`src/rtl/core/pibps_pkg.sv`:
```
// shared types and constants for the point-in-box priority select block
// no dependencies; used by the interfaces and every module under rtl/core
package pibps_pkg;

   localparam int COORD_BITS = 24;
   localparam int ID_BITS    = 16;
   localparam int PRIO_BITS  = 8;
   localparam int DIFF_BITS  = COORD_BITS + 3;
   localparam int SQ_BITS    = 2 * COORD_BITS;
   localparam int DIST_BITS  = SQ_BITS + 2;

   typedef logic signed [COORD_BITS-1:0] coord_type;
   typedef logic signed [PRIO_BITS-1:0]  prio_type;
   typedef logic [ID_BITS-1:0]           id_type;
   typedef logic [COORD_BITS-1:0]        mag_type;
   typedef logic signed [DIFF_BITS-1:0]  diff_type;
   typedef logic [SQ_BITS-1:0]           sq_type;
   typedef logic [DIST_BITS-1:0]         dist_val_type;

   localparam prio_type MIN_PRIO_RESET = {1'b1, {(PRIO_BITS-1){1'b0}}};

   typedef enum logic {
      ACT_START = 1'b0,
      ACT_BOX   = 1'b1
   } action_type;

   typedef enum logic [1:0] {
      KIND_REAL    = 2'd0,
      KIND_VIRTUAL = 2'd1,
      KIND_LAST    = 2'd2,
      KIND_NONE    = 2'd3
   } kind_type;

   typedef struct packed {
      action_type action;
      coord_type  ax;
      coord_type  ay;
      coord_type  az;
      coord_type  bx;
      coord_type  by;
      coord_type  bz;
      prio_type   box_priority;
      logic       box_virt;
      id_type     box_id;
      logic       last;
   } req_type;

   typedef struct packed {
      logic     start;
      logic     last;
      logic     hit;
      logic     box_virt;
      prio_type box_priority;
      id_type   box_id;
      mag_type  mag_x;
      mag_type  mag_y;
      mag_type  mag_z;
   } geom_type;

   typedef struct packed {
      logic         start;
      logic         last;
      logic         hit;
      logic         box_virt;
      prio_type     box_priority;
      id_type       box_id;
      dist_val_type sq_dist;
   } dist_type;

endpackage

```
`src/rtl/core/pibps_if.sv`:
```
// request and response channel interfaces, valid/ready handshake
// depends on pibps_pkg for field types
interface pibps_req_if;
   logic                  valid;
   logic                  ready;
   logic                  action;
   pibps_pkg::coord_type  ax;
   pibps_pkg::coord_type  ay;
   pibps_pkg::coord_type  az;
   pibps_pkg::coord_type  bx;
   pibps_pkg::coord_type  by;
   pibps_pkg::coord_type  bz;
   pibps_pkg::prio_type   box_priority;
   logic                  box_virt;
   pibps_pkg::id_type     box_id;
   logic                  last;

   modport source (
      output valid, action, ax, ay, az, bx, by, bz, box_priority, box_virt, box_id, last,
      input  ready
   );
   modport sink (
      input  valid, action, ax, ay, az, bx, by, bz, box_priority, box_virt, box_id, last,
      output ready
   );
endinterface

interface pibps_rsp_if;
   logic                  valid;
   logic                  ready;
   pibps_pkg::id_type     chosen_id;
   logic [1:0]            choice_kind;

   modport source (
      output valid, chosen_id, choice_kind,
      input  ready
   );
   modport sink (
      input  valid, chosen_id, choice_kind,
      output ready
   );
endinterface

```
`src/rtl/core/pibps_front.sv`:
```
// request register, query point register, containment test and centre offsets
// depends on pibps_pkg and pibps_req_if
module pibps_front (
   input  logic                 clock,
   input  logic                 reset,
   pibps_req_if.sink            req,
   output logic                 geo_valid,
   input  logic                 geo_ready,
   output pibps_pkg::geom_type  geo_data
);

   logic                 s1_valid_ff, s1_valid_in;
   pibps_pkg::req_type   s1_ff;
   logic                 s2_valid_ff, s2_valid_in;
   pibps_pkg::geom_type  s2_ff, s2_in;
   pibps_pkg::coord_type point_x_ff, point_x_in;
   pibps_pkg::coord_type point_y_ff, point_y_in;
   pibps_pkg::coord_type point_z_ff, point_z_in;
   logic                 req_take;
   logic                 ld2;
   logic                 is_start;

   function automatic pibps_pkg::mag_type center_mag(
      input pibps_pkg::coord_type p,
      input pibps_pkg::coord_type a,
      input pibps_pkg::coord_type b
   );
      pibps_pkg::diff_type d;
      d = (pibps_pkg::diff_type'(p) <<< 1) - pibps_pkg::diff_type'(a)
          - pibps_pkg::diff_type'(b);
      return d[pibps_pkg::DIFF_BITS-1] ? pibps_pkg::mag_type'(-d) : pibps_pkg::mag_type'(d);
   endfunction

   assign ld2       = s1_valid_ff && (!s2_valid_ff || geo_ready);
   assign req.ready = !s1_valid_ff || ld2;
   assign req_take  = req.valid && req.ready;
   assign is_start  = (s1_ff.action == pibps_pkg::ACT_START);

   always_comb begin
      s1_valid_in = req_take ? 1'b1 : (ld2 ? 1'b0 : s1_valid_ff);
      s2_valid_in = ld2 ? 1'b1 : (geo_ready ? 1'b0 : s2_valid_ff);

      point_x_in = point_x_ff;
      point_y_in = point_y_ff;
      point_z_in = point_z_ff;
      if (ld2 && is_start) begin
         point_x_in = s1_ff.ax;
         point_y_in = s1_ff.ay;
         point_z_in = s1_ff.az;
      end

      s2_in.start        = is_start;
      s2_in.last         = s1_ff.last;
      s2_in.hit          = (s1_ff.ax <= point_x_ff) && (point_x_ff <= s1_ff.bx) &&
                           (s1_ff.ay <= point_y_ff) && (point_y_ff <= s1_ff.by) &&
                           (s1_ff.az <= point_z_ff) && (point_z_ff <= s1_ff.bz);
      s2_in.box_virt     = s1_ff.box_virt;
      s2_in.box_priority = s1_ff.box_priority;
      s2_in.box_id       = s1_ff.box_id;
      s2_in.mag_x        = center_mag(point_x_ff, s1_ff.ax, s1_ff.bx);
      s2_in.mag_y        = center_mag(point_y_ff, s1_ff.ay, s1_ff.by);
      s2_in.mag_z        = center_mag(point_z_ff, s1_ff.az, s1_ff.bz);
   end

   always_ff @(posedge clock) begin
      if (reset) begin
         s1_valid_ff <= 1'b0;
         s2_valid_ff <= 1'b0;
         point_x_ff  <= '0;
         point_y_ff  <= '0;
         point_z_ff  <= '0;
      end else begin
         s1_valid_ff <= s1_valid_in;
         s2_valid_ff <= s2_valid_in;
         point_x_ff  <= point_x_in;
         point_y_ff  <= point_y_in;
         point_z_ff  <= point_z_in;
      end
   end

   always_ff @(posedge clock) begin
      if (req_take) begin
         s1_ff.action       <= pibps_pkg::action_type'(req.action);
         s1_ff.ax           <= req.ax;
         s1_ff.ay           <= req.ay;
         s1_ff.az           <= req.az;
         s1_ff.bx           <= req.bx;
         s1_ff.by           <= req.by;
         s1_ff.bz           <= req.bz;
         s1_ff.box_priority <= req.box_priority;
         s1_ff.box_virt     <= req.box_virt;
         s1_ff.box_id       <= req.box_id;
         s1_ff.last         <= req.last;
      end
      if (ld2) begin
         s2_ff <= s2_in;
      end
   end

   assign geo_valid = s2_valid_ff;
   assign geo_data  = s2_ff;

endmodule

```
`src/rtl/core/pibps_dist.sv`:
```
// squared centre distance: one register after the squares, one after the sum
// depends on pibps_pkg
module pibps_dist (
   input  logic                 clock,
   input  logic                 reset,
   input  logic                 geo_valid,
   output logic                 geo_ready,
   input  pibps_pkg::geom_type  geo_data,
   output logic                 dst_valid,
   input  logic                 dst_ready,
   output pibps_pkg::dist_type  dst_data
);

   typedef struct packed {
      logic                 start;
      logic                 last;
      logic                 hit;
      logic                 box_virt;
      pibps_pkg::prio_type  box_priority;
      pibps_pkg::id_type    box_id;
      pibps_pkg::sq_type    sq_x;
      pibps_pkg::sq_type    sq_y;
      pibps_pkg::sq_type    sq_z;
   } sq_stage_type;

   logic                s3_valid_ff, s3_valid_in;
   sq_stage_type        s3_ff, s3_in;
   logic                s4_valid_ff, s4_valid_in;
   pibps_pkg::dist_type s4_ff, s4_in;
   logic                ld3, ld4;

   assign ld4       = s3_valid_ff && (!s4_valid_ff || dst_ready);
   assign geo_ready = !s3_valid_ff || ld4;
   assign ld3       = geo_valid && geo_ready;

   always_comb begin
      s3_valid_in = ld3 ? 1'b1 : (ld4 ? 1'b0 : s3_valid_ff);
      s4_valid_in = ld4 ? 1'b1 : (dst_ready ? 1'b0 : s4_valid_ff);

      s3_in.start        = geo_data.start;
      s3_in.last         = geo_data.last;
      s3_in.hit          = geo_data.hit;
      s3_in.box_virt     = geo_data.box_virt;
      s3_in.box_priority = geo_data.box_priority;
      s3_in.box_id       = geo_data.box_id;
      s3_in.sq_x = pibps_pkg::sq_type'(geo_data.mag_x) * pibps_pkg::sq_type'(geo_data.mag_x);
      s3_in.sq_y = pibps_pkg::sq_type'(geo_data.mag_y) * pibps_pkg::sq_type'(geo_data.mag_y);
      s3_in.sq_z = pibps_pkg::sq_type'(geo_data.mag_z) * pibps_pkg::sq_type'(geo_data.mag_z);

      s4_in.start        = s3_ff.start;
      s4_in.last         = s3_ff.last;
      s4_in.hit          = s3_ff.hit;
      s4_in.box_virt     = s3_ff.box_virt;
      s4_in.box_priority = s3_ff.box_priority;
      s4_in.box_id       = s3_ff.box_id;
      s4_in.sq_dist      = pibps_pkg::dist_val_type'(s3_ff.sq_x)
                         + pibps_pkg::dist_val_type'(s3_ff.sq_y)
                         + pibps_pkg::dist_val_type'(s3_ff.sq_z);
   end

   always_ff @(posedge clock) begin
      if (reset) begin
         s3_valid_ff <= 1'b0;
         s4_valid_ff <= 1'b0;
      end else begin
         s3_valid_ff <= s3_valid_in;
         s4_valid_ff <= s4_valid_in;
      end
   end

   always_ff @(posedge clock) begin
      if (ld3) begin
         s3_ff <= s3_in;
      end
      if (ld4) begin
         s4_ff <= s4_in;
      end
   end

   assign dst_valid = s4_valid_ff;
   assign dst_data  = s4_ff;

endmodule

```
`src/rtl/core/pibps_select.sv`:
```
// running best real and virtual box, final choice and response register
// depends on pibps_pkg and pibps_rsp_if
module pibps_select (
   input  logic                 clock,
   input  logic                 reset,
   input  pibps_pkg::prio_type  min_priority,
   input  logic                 dst_valid,
   output logic                 dst_ready,
   input  pibps_pkg::dist_type  dst_data,
   pibps_rsp_if.source          rsp
);

   logic                    real_found_ff, real_found_in;
   pibps_pkg::id_type       real_id_ff, real_id_in;
   pibps_pkg::prio_type     real_prio_ff, real_prio_in;
   pibps_pkg::dist_val_type real_dist_ff, real_dist_in;
   logic                    virt_found_ff, virt_found_in;
   pibps_pkg::id_type       virt_id_ff, virt_id_in;
   pibps_pkg::prio_type     virt_prio_ff, virt_prio_in;
   pibps_pkg::dist_val_type virt_dist_ff, virt_dist_in;
   logic                    rsp_valid_ff, rsp_valid_in;
   pibps_pkg::id_type       rsp_id_ff, rsp_id_in;
   pibps_pkg::kind_type     rsp_kind_ff, rsp_kind_in;
   pibps_pkg::prio_type     best_real, best_virt;
   logic                    take, emit, is_box;
   logic                    take_real, take_virt;
   logic                    win_real, win_virt;
   pibps_pkg::id_type       win_real_id, win_virt_id;

   assign dst_ready = !dst_data.last || !rsp_valid_ff || rsp.ready;
   assign take      = dst_valid && dst_ready;
   assign emit      = take && dst_data.last;
   assign is_box    = !dst_data.start;

   always_comb begin
      best_real = real_found_ff ? real_prio_ff : min_priority;
      best_virt = virt_found_ff ? virt_prio_ff : min_priority;

      take_real = take && is_box && dst_data.hit && !dst_data.box_virt &&
                  ((dst_data.box_priority > best_real) ||
                   ((dst_data.box_priority == best_real) &&
                    (!real_found_ff || (dst_data.sq_dist < real_dist_ff))));
      take_virt = take && is_box && dst_data.hit && dst_data.box_virt &&
                  ((dst_data.box_priority > best_virt) ||
                   ((dst_data.box_priority == best_virt) &&
                    (!virt_found_ff || (dst_data.sq_dist < virt_dist_ff))));

      win_real    = real_found_ff || take_real;
      win_virt    = virt_found_ff || take_virt;
      win_real_id = take_real ? dst_data.box_id : real_id_ff;
      win_virt_id = take_virt ? dst_data.box_id : virt_id_ff;

      real_id_in   = win_real_id;
      real_prio_in = take_real ? dst_data.box_priority : real_prio_ff;
      real_dist_in = take_real ? dst_data.sq_dist : real_dist_ff;
      virt_id_in   = win_virt_id;
      virt_prio_in = take_virt ? dst_data.box_priority : virt_prio_ff;
      virt_dist_in = take_virt ? dst_data.sq_dist : virt_dist_ff;

      // a start or a last item closes the current query
      if (take && (dst_data.start || dst_data.last)) begin
         real_found_in = 1'b0;
         virt_found_in = 1'b0;
      end else begin
         real_found_in = win_real;
         virt_found_in = win_virt;
      end

      priority if (dst_data.start) begin
         rsp_id_in   = '0;
         rsp_kind_in = pibps_pkg::KIND_NONE;
      end else if (win_real) begin
         rsp_id_in   = win_real_id;
         rsp_kind_in = pibps_pkg::KIND_REAL;
      end else if (win_virt) begin
         rsp_id_in   = win_virt_id;
         rsp_kind_in = pibps_pkg::KIND_VIRTUAL;
      end else begin
         rsp_id_in   = dst_data.box_id;
         rsp_kind_in = pibps_pkg::KIND_LAST;
      end

      rsp_valid_in = emit ? 1'b1 : (rsp.ready ? 1'b0 : rsp_valid_ff);
   end

   always_ff @(posedge clock) begin
      if (reset) begin
         real_found_ff <= 1'b0;
         virt_found_ff <= 1'b0;
         rsp_valid_ff  <= 1'b0;
      end else begin
         real_found_ff <= real_found_in;
         virt_found_ff <= virt_found_in;
         rsp_valid_ff  <= rsp_valid_in;
      end
   end

   always_ff @(posedge clock) begin
      real_id_ff   <= real_id_in;
      real_prio_ff <= real_prio_in;
      real_dist_ff <= real_dist_in;
      virt_id_ff   <= virt_id_in;
      virt_prio_ff <= virt_prio_in;
      virt_dist_ff <= virt_dist_in;
      if (emit) begin
         rsp_id_ff   <= rsp_id_in;
         rsp_kind_ff <= rsp_kind_in;
      end
   end

   assign rsp.valid       = rsp_valid_ff;
   assign rsp.chosen_id   = rsp_id_ff;
   assign rsp.choice_kind = rsp_kind_ff;

endmodule

```
`src/rtl/core/point_in_box_priority_select_top.sv`:
```
// Point-in-box priority select. A start request loads the query point; each box request that
// holds the point (bounds inclusive) competes in the real or virtual class, higher priority
// first, then nearer centre, earlier box on an exact tie. A request marked last yields one
// response: real winner, else virtual winner, else that box's own id, or none for a start.
// One request is taken every cycle unless a held response stalls the pipeline; a response
// becomes valid once its last request has passed the request register, containment and offsets
// register, squares register, distance sum register, then the winner update into the response
// register. The winner update loop sets the one-per-cycle rate.
// Write min_priority only while no request is in flight.
// depends on pibps_pkg, pibps_if, pibps_front, pibps_dist, pibps_select
module point_in_box_priority_select_top (
   input  logic                clock,
   input  logic                reset,
   pibps_req_if.sink           req_ch,
   pibps_rsp_if.source         rsp_ch,
   input  logic                csr_wr_en,
   input  pibps_pkg::prio_type csr_wr_data
);

   pibps_pkg::prio_type min_prio_ff, min_prio_in;
   logic                geo_valid, geo_ready;
   pibps_pkg::geom_type geo_data;
   logic                dst_valid, dst_ready;
   pibps_pkg::dist_type dst_data;

   assign min_prio_in = csr_wr_en ? csr_wr_data : min_prio_ff;

   always_ff @(posedge clock) begin
      if (reset) begin
         min_prio_ff <= pibps_pkg::MIN_PRIO_RESET;
      end else begin
         min_prio_ff <= min_prio_in;
      end
   end

   pibps_front u_front (
      .clock     (clock),
      .reset     (reset),
      .req       (req_ch),
      .geo_valid (geo_valid),
      .geo_ready (geo_ready),
      .geo_data  (geo_data)
   );

   pibps_dist u_dist (
      .clock     (clock),
      .reset     (reset),
      .geo_valid (geo_valid),
      .geo_ready (geo_ready),
      .geo_data  (geo_data),
      .dst_valid (dst_valid),
      .dst_ready (dst_ready),
      .dst_data  (dst_data)
   );

   pibps_select u_select (
      .clock        (clock),
      .reset        (reset),
      .min_priority (min_prio_ff),
      .dst_valid    (dst_valid),
      .dst_ready    (dst_ready),
      .dst_data     (dst_data),
      .rsp          (rsp_ch)
   );

   // input stalls only behind an occupied offset stage
   a_req_stall: assert property (@(posedge clock) disable iff (reset)
      !req_ch.ready |-> geo_valid)
      else $error("request stalled with empty offset stage");

   // the winner stage stalls only on a held response
   a_sel_stall: assert property (@(posedge clock) disable iff (reset)
      (dst_valid && !dst_ready) |-> (rsp_ch.valid && !rsp_ch.ready))
      else $error("winner stage stalled without a held response");

   // an empty query answers with id zero
   a_none_id: assert property (@(posedge clock) disable iff (reset)
      (rsp_ch.valid && (rsp_ch.choice_kind == pibps_pkg::KIND_NONE)) |-> (rsp_ch.chosen_id == '0))
      else $error("none response with nonzero id");

endmodule
```
`src/flat_wrapper.sv`:
```
// flat-port wrapper written by rule: the top's interface ports become plain ports
module point_in_box_priority_select_top_flat 
  (clock, reset, csr_wr_en, csr_wr_data, req_ch_valid, req_ch_action, req_ch_ax, req_ch_ay, req_ch_az, req_ch_bx, req_ch_by, req_ch_bz, req_ch_box_priority, req_ch_box_virt, req_ch_box_id, req_ch_last, req_ch_ready, rsp_ch_valid, rsp_ch_chosen_id, rsp_ch_choice_kind, rsp_ch_ready);
  pibps_req_if req_ch_i ();
  pibps_rsp_if rsp_ch_i ();
  input  logic clock;
  input  logic reset;
  input  logic csr_wr_en;
  input  pibps_pkg::prio_type csr_wr_data;
  input wire logic [$bits(req_ch_i.valid)-1:0] req_ch_valid;
  input wire logic [$bits(req_ch_i.action)-1:0] req_ch_action;
  input wire logic [$bits(req_ch_i.ax)-1:0] req_ch_ax;
  input wire logic [$bits(req_ch_i.ay)-1:0] req_ch_ay;
  input wire logic [$bits(req_ch_i.az)-1:0] req_ch_az;
  input wire logic [$bits(req_ch_i.bx)-1:0] req_ch_bx;
  input wire logic [$bits(req_ch_i.by)-1:0] req_ch_by;
  input wire logic [$bits(req_ch_i.bz)-1:0] req_ch_bz;
  input wire logic [$bits(req_ch_i.box_priority)-1:0] req_ch_box_priority;
  input wire logic [$bits(req_ch_i.box_virt)-1:0] req_ch_box_virt;
  input wire logic [$bits(req_ch_i.box_id)-1:0] req_ch_box_id;
  input wire logic [$bits(req_ch_i.last)-1:0] req_ch_last;
  output wire logic [$bits(req_ch_i.ready)-1:0] req_ch_ready;
  output wire logic [$bits(rsp_ch_i.valid)-1:0] rsp_ch_valid;
  output wire logic [$bits(rsp_ch_i.chosen_id)-1:0] rsp_ch_chosen_id;
  output wire logic [$bits(rsp_ch_i.choice_kind)-1:0] rsp_ch_choice_kind;
  input wire logic [$bits(rsp_ch_i.ready)-1:0] rsp_ch_ready;
  assign req_ch_i.valid = req_ch_valid;
  assign req_ch_i.action = req_ch_action;
  assign req_ch_i.ax = req_ch_ax;
  assign req_ch_i.ay = req_ch_ay;
  assign req_ch_i.az = req_ch_az;
  assign req_ch_i.bx = req_ch_bx;
  assign req_ch_i.by = req_ch_by;
  assign req_ch_i.bz = req_ch_bz;
  assign req_ch_i.box_priority = req_ch_box_priority;
  assign req_ch_i.box_virt = req_ch_box_virt;
  assign req_ch_i.box_id = req_ch_box_id;
  assign req_ch_i.last = req_ch_last;
  assign req_ch_ready = req_ch_i.ready;
  assign rsp_ch_valid = rsp_ch_i.valid;
  assign rsp_ch_chosen_id = rsp_ch_i.chosen_id;
  assign rsp_ch_choice_kind = rsp_ch_i.choice_kind;
  assign rsp_ch_i.ready = rsp_ch_ready;
  point_in_box_priority_select_top u_core (.clock(clock), .reset(reset), .req_ch(req_ch_i), .rsp_ch(rsp_ch_i), .csr_wr_en(csr_wr_en), .csr_wr_data(csr_wr_data));
endmodule
```
`config.mk`:
```
export PLATFORM = sky130hd
export DESIGN_NAME = point_in_box_priority_select_top_flat
export DESIGN_NICKNAME = d
export VERILOG_FILES = /design/src/rtl/core/pibps_pkg.sv /design/src/rtl/core/pibps_if.sv /design/src/rtl/core/pibps_front.sv /design/src/rtl/core/pibps_dist.sv /design/src/rtl/core/pibps_select.sv /design/src/rtl/core/point_in_box_priority_select_top.sv /design/src/flat_wrapper.sv
export SDC_FILE = /design/constraint.sdc
export NUM_CORES = 2
export LEC_CHECK = 0
export ABC_AREA = 1
export BUFFER_PORTS_ARGS = -buffer_cell sky130_fd_sc_hd__buf_4
export CAP_MARGIN = 25
export CELL_PAD_IN_SITES_DETAIL_PLACEMENT = 1
export CELL_PAD_IN_SITES_GLOBAL_PLACEMENT = 1
export CORE_MARGIN = 2
export CORE_UTILIZATION = 25
export DETAILED_ROUTE_END_ITERATION = 8
export PLACE_DENSITY = 0.47
export SLEW_MARGIN = 20
export SYNTH_ARGS = -nofsm -noshare
export SYNTH_HDL_FRONTEND = slang
export SYNTH_SLANG_ARGS = --single-unit
export TNS_END_PERCENT = 10
```
`constraint.sdc`:
```
create_clock -name clock -period 11.9 [get_ports clock]
set_clock_uncertainty 0.2 [all_clocks]
set_input_delay 1.785 -clock clock [delete_from_list [all_inputs] [get_ports clock]]
set_output_delay 1.785 -clock clock [all_outputs]
set_load 0.02 [all_outputs]
```
* After elaboration in Yosys (flattened, before gate mapping)
Index checks and enable logic that the tools add are counted.
W data, S select, Z words.
** Operators by class
- $add $sub $neg :: 11
- $mul :: 3
- $lt $le $gt $ge :: 10
- Equal/unequal tests :: 2
- Muxes and demuxes :: 21
- Bitwise gates (word level) :: 1
- Reduce and logical (&&, ||, !) cells :: 50
** Operator list (count)
- $le A24 B24 Y1 :: 6
- $mul A24 B24 Y48 :: 3
- $lt A50 B50 Y1 :: 2
- $sub A26 B24 Y27 :: 3
- $sub A25 B24 Y26 :: 3
- $mux W24 :: 3
- $neg A24 Y24 :: 3
- $mux W16 :: 4
- $add A49 B48 Y50 :: 1
- $add A48 B48 Y49 :: 1
- $logic_and A1 B1 Y1 :: 21
- $eq A8 B8 Y1 :: 2
- $gt A8 B8 Y1 :: 2
- $mux W8 :: 2
- $logic_or A1 B1 Y1 :: 13
- $logic_not A1 Y1 :: 10
- $mux W1 :: 10
- $reduce_bool A2 Y1 :: 5
- $mux W2 :: 2
- $reduce_or A2 Y1 :: 1
- $not A1 Y1 :: 1
** Storage, ports and cells
- Register bits :: 774
- Output and inout port bits :: 20
- Logic and storage cells :: 153

* Depth between registers and ports, before layout
- Word-level depth :: 11
- Mapped depth :: 30
- Depth with buffers taken out :: 29

* By module
From an unflattened synthesis, not the netlist that was laid out.
** Unflattened totals
- Cell total of the unflattened synthesis :: 12083
- Area total of the unflattened synthesis :: 98933.6 µm²
** By module, submodules not included
- pibps_dist :: times used 1, cells an instance 8243, area an instance 65721.8 µm², seq. area each 7457.2 µm²
- pibps_front :: times used 1, cells an instance 2822, area an instance 23650.2 µm², seq. area each 9619.2 µm²
- pibps_select :: times used 1, cells an instance 968, area an instance 9222.6 µm², seq. area each 4724.5 µm²
- point_in_box_priority_select_top :: times used 1, cells an instance 50, area an instance 339.1 µm², seq. area each 160.2 µm²

* Least setup slack after synthesis
OpenSTA, ideal clock, no wires.
- Path kind :: input port to flip-flop
- Start point :: input rsp_ch_ready
- End point :: register u_core.u_front.s1_ff[0] (netlist bit) (enable)
- Library setup time :: 0.708 ns
- Arrival time :: 9.330 ns
- Data required time :: 10.992 ns
- Slack :: 1.662 ns
- Stages on the path :: 8
- Buffers on the path :: 0
- Cell sequence :: nor2_1 -> nand2_1 -> nor2_1 -> inv_1 -> nor2_1 -> inv_1 -> nor2_1 -> nor2_1
** On the way
- Cells in the longest elaborated chain, start to end :: 8
** RTL lines
- start, declared :: line flat_wrapper.sv:26 : input wire logic [$bits(rsp_ch_i.ready)-1:0] rsp_ch_ready;
- $logic_or A1 B1 Y1 :: line pibps_select.sv:30 : assign dst_ready = !dst_data.last || !rsp_valid_ff || rsp.ready;
- $logic_or A1 B1 Y1 :: line pibps_dist.sv:32 : assign ld4 = s3_valid_ff && (!s4_valid_ff || dst_ready);
- $logic_and A1 B1 Y1 :: line pibps_dist.sv:32
- $logic_or A1 B1 Y1 :: line pibps_dist.sv:33 : assign geo_ready = !s3_valid_ff || ld4;
- $logic_or A1 B1 Y1 :: line pibps_front.sv:34 : assign ld2 = s1_valid_ff && (!s2_valid_ff || geo_ready);
- $logic_and A1 B1 Y1 :: line pibps_front.sv:34
- $logic_or A1 B1 Y1 :: line pibps_front.sv:35 : assign req.ready = !s1_valid_ff || ld2;
- $logic_and A1 B1 Y1 :: line pibps_front.sv:36 : assign req_take = req.valid && req.ready;
- net u_core.u_front.req_take :: line pibps_front.sv:19 : logic req_take;
- end, declared :: line pibps_front.sv:13 : pibps_pkg::req_type s1_ff;
The timed path passes the listed nets, and every way through them passes these cells.
A chain may end at the register's enable or synchronous reset.

==> metrics.cfg <==
[run_status]
outcome = finished, final reports clean

[clocking]
cts-buffers-inserted = 104
worst_setup_hold_path_clk_slew_ps = 60
cts_repair_resize_count = 0
clock-sinks = 771
cts_htree_levels = 3
tritoncts_clock_tree = built
source_to_sink_clock_delay_at_the_later_pin_of_the_worst_skew_pair_ps = 870
cts-root-buf = clkbuf_16
max-clock-path-buffers = 4
cts_hold_repair.buffers = 0
post_cts.repair.setup_buffers = 0

[yosys]
post_synth_instance_area_um2 = 93660
synthAdderAreaFrac = 0.4191
synth_simple_gate_area_share = 0.1341
synth_edf_count = 652
ys_seq_area_frac = 0.2345
synth.mux.area_fraction = 0.001496
yosys_register_bits = 771
synth_flop_cell = edfxtp_1
synth_xor_area_frac = 0.02263
yosys_warnings = 0
synth-compound-area-share = 0.06101
synth_cell_type_count = 62
largest_family_of_logic_cells_by_synthesized_area = adder cells
synthArstFlopShare = 0
netlist_instances = 10572
syn_area_per_cell_um2 = 8.859

[min_path]
worstHoldPathType = reg2reg

[detailed_routing]
detail_route.wirelength_um = 280700
detailedRoute.firstPassIterationCount = 5
drt.antenna.violating_nets = 0
average_wire_length_per_cell_after_detail_routing_um = 17.73
drt_iter0_markers = 2513
route.vias.total = 67891
drc_errors = 0
vias_per_cell = 4.288

[timing]
layout_worst_path_cycle_share = 0.6315
setup_repair_after_global_routing_missed_its_margin = no
worst-slew-pin-transition_ps = 1078
setup_viol = 0
fin_setup_tns_ps = 0
slew_viol_final = 0
final-hold-violation-count = 0
timing.final.crit_period_ps = 7515
max_freq_ghz = 0.1331
timing.slew.headroom = 0.2815

[job]
drv.max_cap_violation_count = 0

[setup_path]
critPathTopFamily = adder cells
worst_path_max_delay_cell = edfxtp_1
setup.worst_path.end_class = register
cp_num_buf_inv = 6
cpMostUsedCell = fa_1
ff2ff_setup_slack_ps = 4390
largest_driver_fanout_on_the_critical_path = 16
path_cells = buf_4, nand2_1, fa_1, inv_1, fa_1, inv_1, fa_1, fa_1, inv_1, fa_1, fa_1, inv_1, fa_1, inv_1, ha_1, a21oi_1, o21ai_0, a21oi_1, nand3_1, a21o_1, nand2_1, nand2_1, xor2_1
critPathArrivalTime_ps = 7920
criticalPathCategory = reg2reg
worstSetupStartpointType = register
cp_slowest_stage_delay_ps = 620
worst_ep_required_time_ps = 12300

[floorplanning]
die_area_um2 = 379600
die_y_um = 616.1
fp.dieW_um = 616.1
fp-row-count = 224
initial_utilization = 0.2515
design.portCount = 204
coreArea_um2 = 372500

[global_routing]
first_global_vias = 78147
grt_start_max_net_pins = 143
grt_overflow_total = 0
number_of_antenna_violations_at_the_first_check_in_global_routing = 8
grt_pass1_wl_um = 447700
grt_usage = 0.1500

[place]
buffers_added_on_ports = 203
place.gp.congestion = 0.8306
dp_hpwl_um = 233700

[cells_and_area]
area_occupied_by_multi_input_gates_um2 = 59830
nNetsFinal = 13261
sequential_area_um2 = 21960
drive_above_1_share = 0.04809
area_growth_pct = 11.99
nFillCells = 43486

==> final cells by class <==
| cell class | count | share of cell area |
|---|---|---|
| Antenna cell | 4 | 0.00009543 |
| Clock buffer | 131 | 0.02683 |
| Clock inverter | 59 | 0.006883 |
| Inverter | 2954 | 0.1058 |
| Multi-Input combinational cell | 6652 | 0.5704 |
| Sequential cell | 771 | 0.2094 |
| Tap cell | 4972 | 0.05931 |
| Timing Repair Buffer | 288 | 0.02135 |
==> cell usage in the layout (no fill, tap or decap), types with 283 or more instances in the layout <==
| master | count |
|---|---|
| nand2_1 | 1996 |
| edfxtp_1 | 652 |
| nand3_1 | 292 |
| ha_1 | 920 |
| fa_1 | 1386 |
| o21ai_0 | 308 |
| nor2_1 | 492 |
| inv_1 | 2940 |
| buf_4 | 283 |
| a21oi_1 | 506 |
==> cell families after synthesis <==
group / Yosys count
compound gates: 1037
xor+xnor: 239
fa+ha+maj: 2306
buf+inv: 3151
flops: 771
mux: 14
other cells: 1
simple gates: 3053
==> flip-flops by register name, indices dropped and copies added (netlist names) <==
signal / cells
u_core.u_front.point_z_ff: 24
u_core.u_select.rsp.choice_kind: 2
u_core.u_select.real_found_ff: 1
u_core.u_select.real_prio_ff: 8
u_core.u_select.real_dist_ff: 50
u_core.u_front.geo_valid: 1
u_core.u_front.s1_ff: 171
u_core.u_select.rsp.chosen_id: 16
u_core.min_prio_ff: 8
u_core.u_dist.s3_ff: 169
u_core.u_select.virt_prio_ff: 8
u_core.u_select.virt_dist_ff: 50
u_core.u_select.virt_found_ff: 1
u_core.u_dist.dst_data: 78
u_core.u_select.rsp.valid: 1
u_core.u_select.virt_id_ff: 16
u_core.u_select.real_id_ff: 16
u_core.u_front.point_y_ff: 24
u_core.u_front.geo_data: 100
u_core.u_dist.dst_valid: 1
u_core.u_front.point_x_ff: 24
u_core.u_front.s1_valid_ff: 1
u_core.u_dist.s3_valid_ff: 1
==> final timing paths <==
path                                                  start                    endpoint  depth (start not counted)
worst min register to register     u_core.u_dist.s3_ff[167]  u_core.u_dist.dst_data[73]                          0
worst max register to register  u_core.u_front.geo_data[29]     u_core.u_dist.s3_ff[84]                         23
worst max-delay path            u_core.u_front.geo_data[29]     u_core.u_dist.s3_ff[84]                         23
worst min-delay path               u_core.u_dist.s3_ff[167]  u_core.u_dist.dst_data[73]                          0
==> routing by layer <==
layer	global-route usage	vias up	wire (µm)
met3	0.01439	263	6364
met4	0.03548	2	6714
met1	0.1976	34323	130400
met2	0.2636	719	137200
li1	-	32584	-
met5	0	-	16
==> cells in the mapped netlist, types with 36 or more instances <==
library cell / n / share of area
o21ai_0: 308 / 0.016
xnor2_1: 94 / 0.0088
edfxtp_1: 652 / 0.21
xor2_1: 143 / 0.013
clkbuf_1: 171 / 0.0069
nor2_1: 494 / 0.020
nand3b_1: 40 / 0.0032
nand3_1: 292 / 0.016
ha_1: 920 / 0.12
nand4_1: 98 / 0.0065
a21oi_1: 506 / 0.027
fa_1: 1386 / 0.30
nand2_1: 1997 / 0.080
inv_1: 2944 / 0.12
nor3_1: 41 / 0.0022
dfxtp_1: 119 / 0.025
a21o_1: 36 / 0.0029
a31oi_1: 49 / 0.0033
==> stage by stage <==
step	util	hold slack, ps	area [µm²]	std cells	worst slack, ps
after floorplan	-	200.3	93670	10574	1662
after global placement	0.2719	206.9	101300	15635	4541
after detailed placement	0.2719	205.1	101300	15635	4464
after CTS	0.2814	221.3	104800	15825	4427
after global routing	0.2816	227.6	104900	15828	4028
final	0.2816	219.5	104900	15831	4385
Power is left out: the tool's default activity adds up to more than one toggle a clock period on the data nets, which glitch-free logic cannot reach.
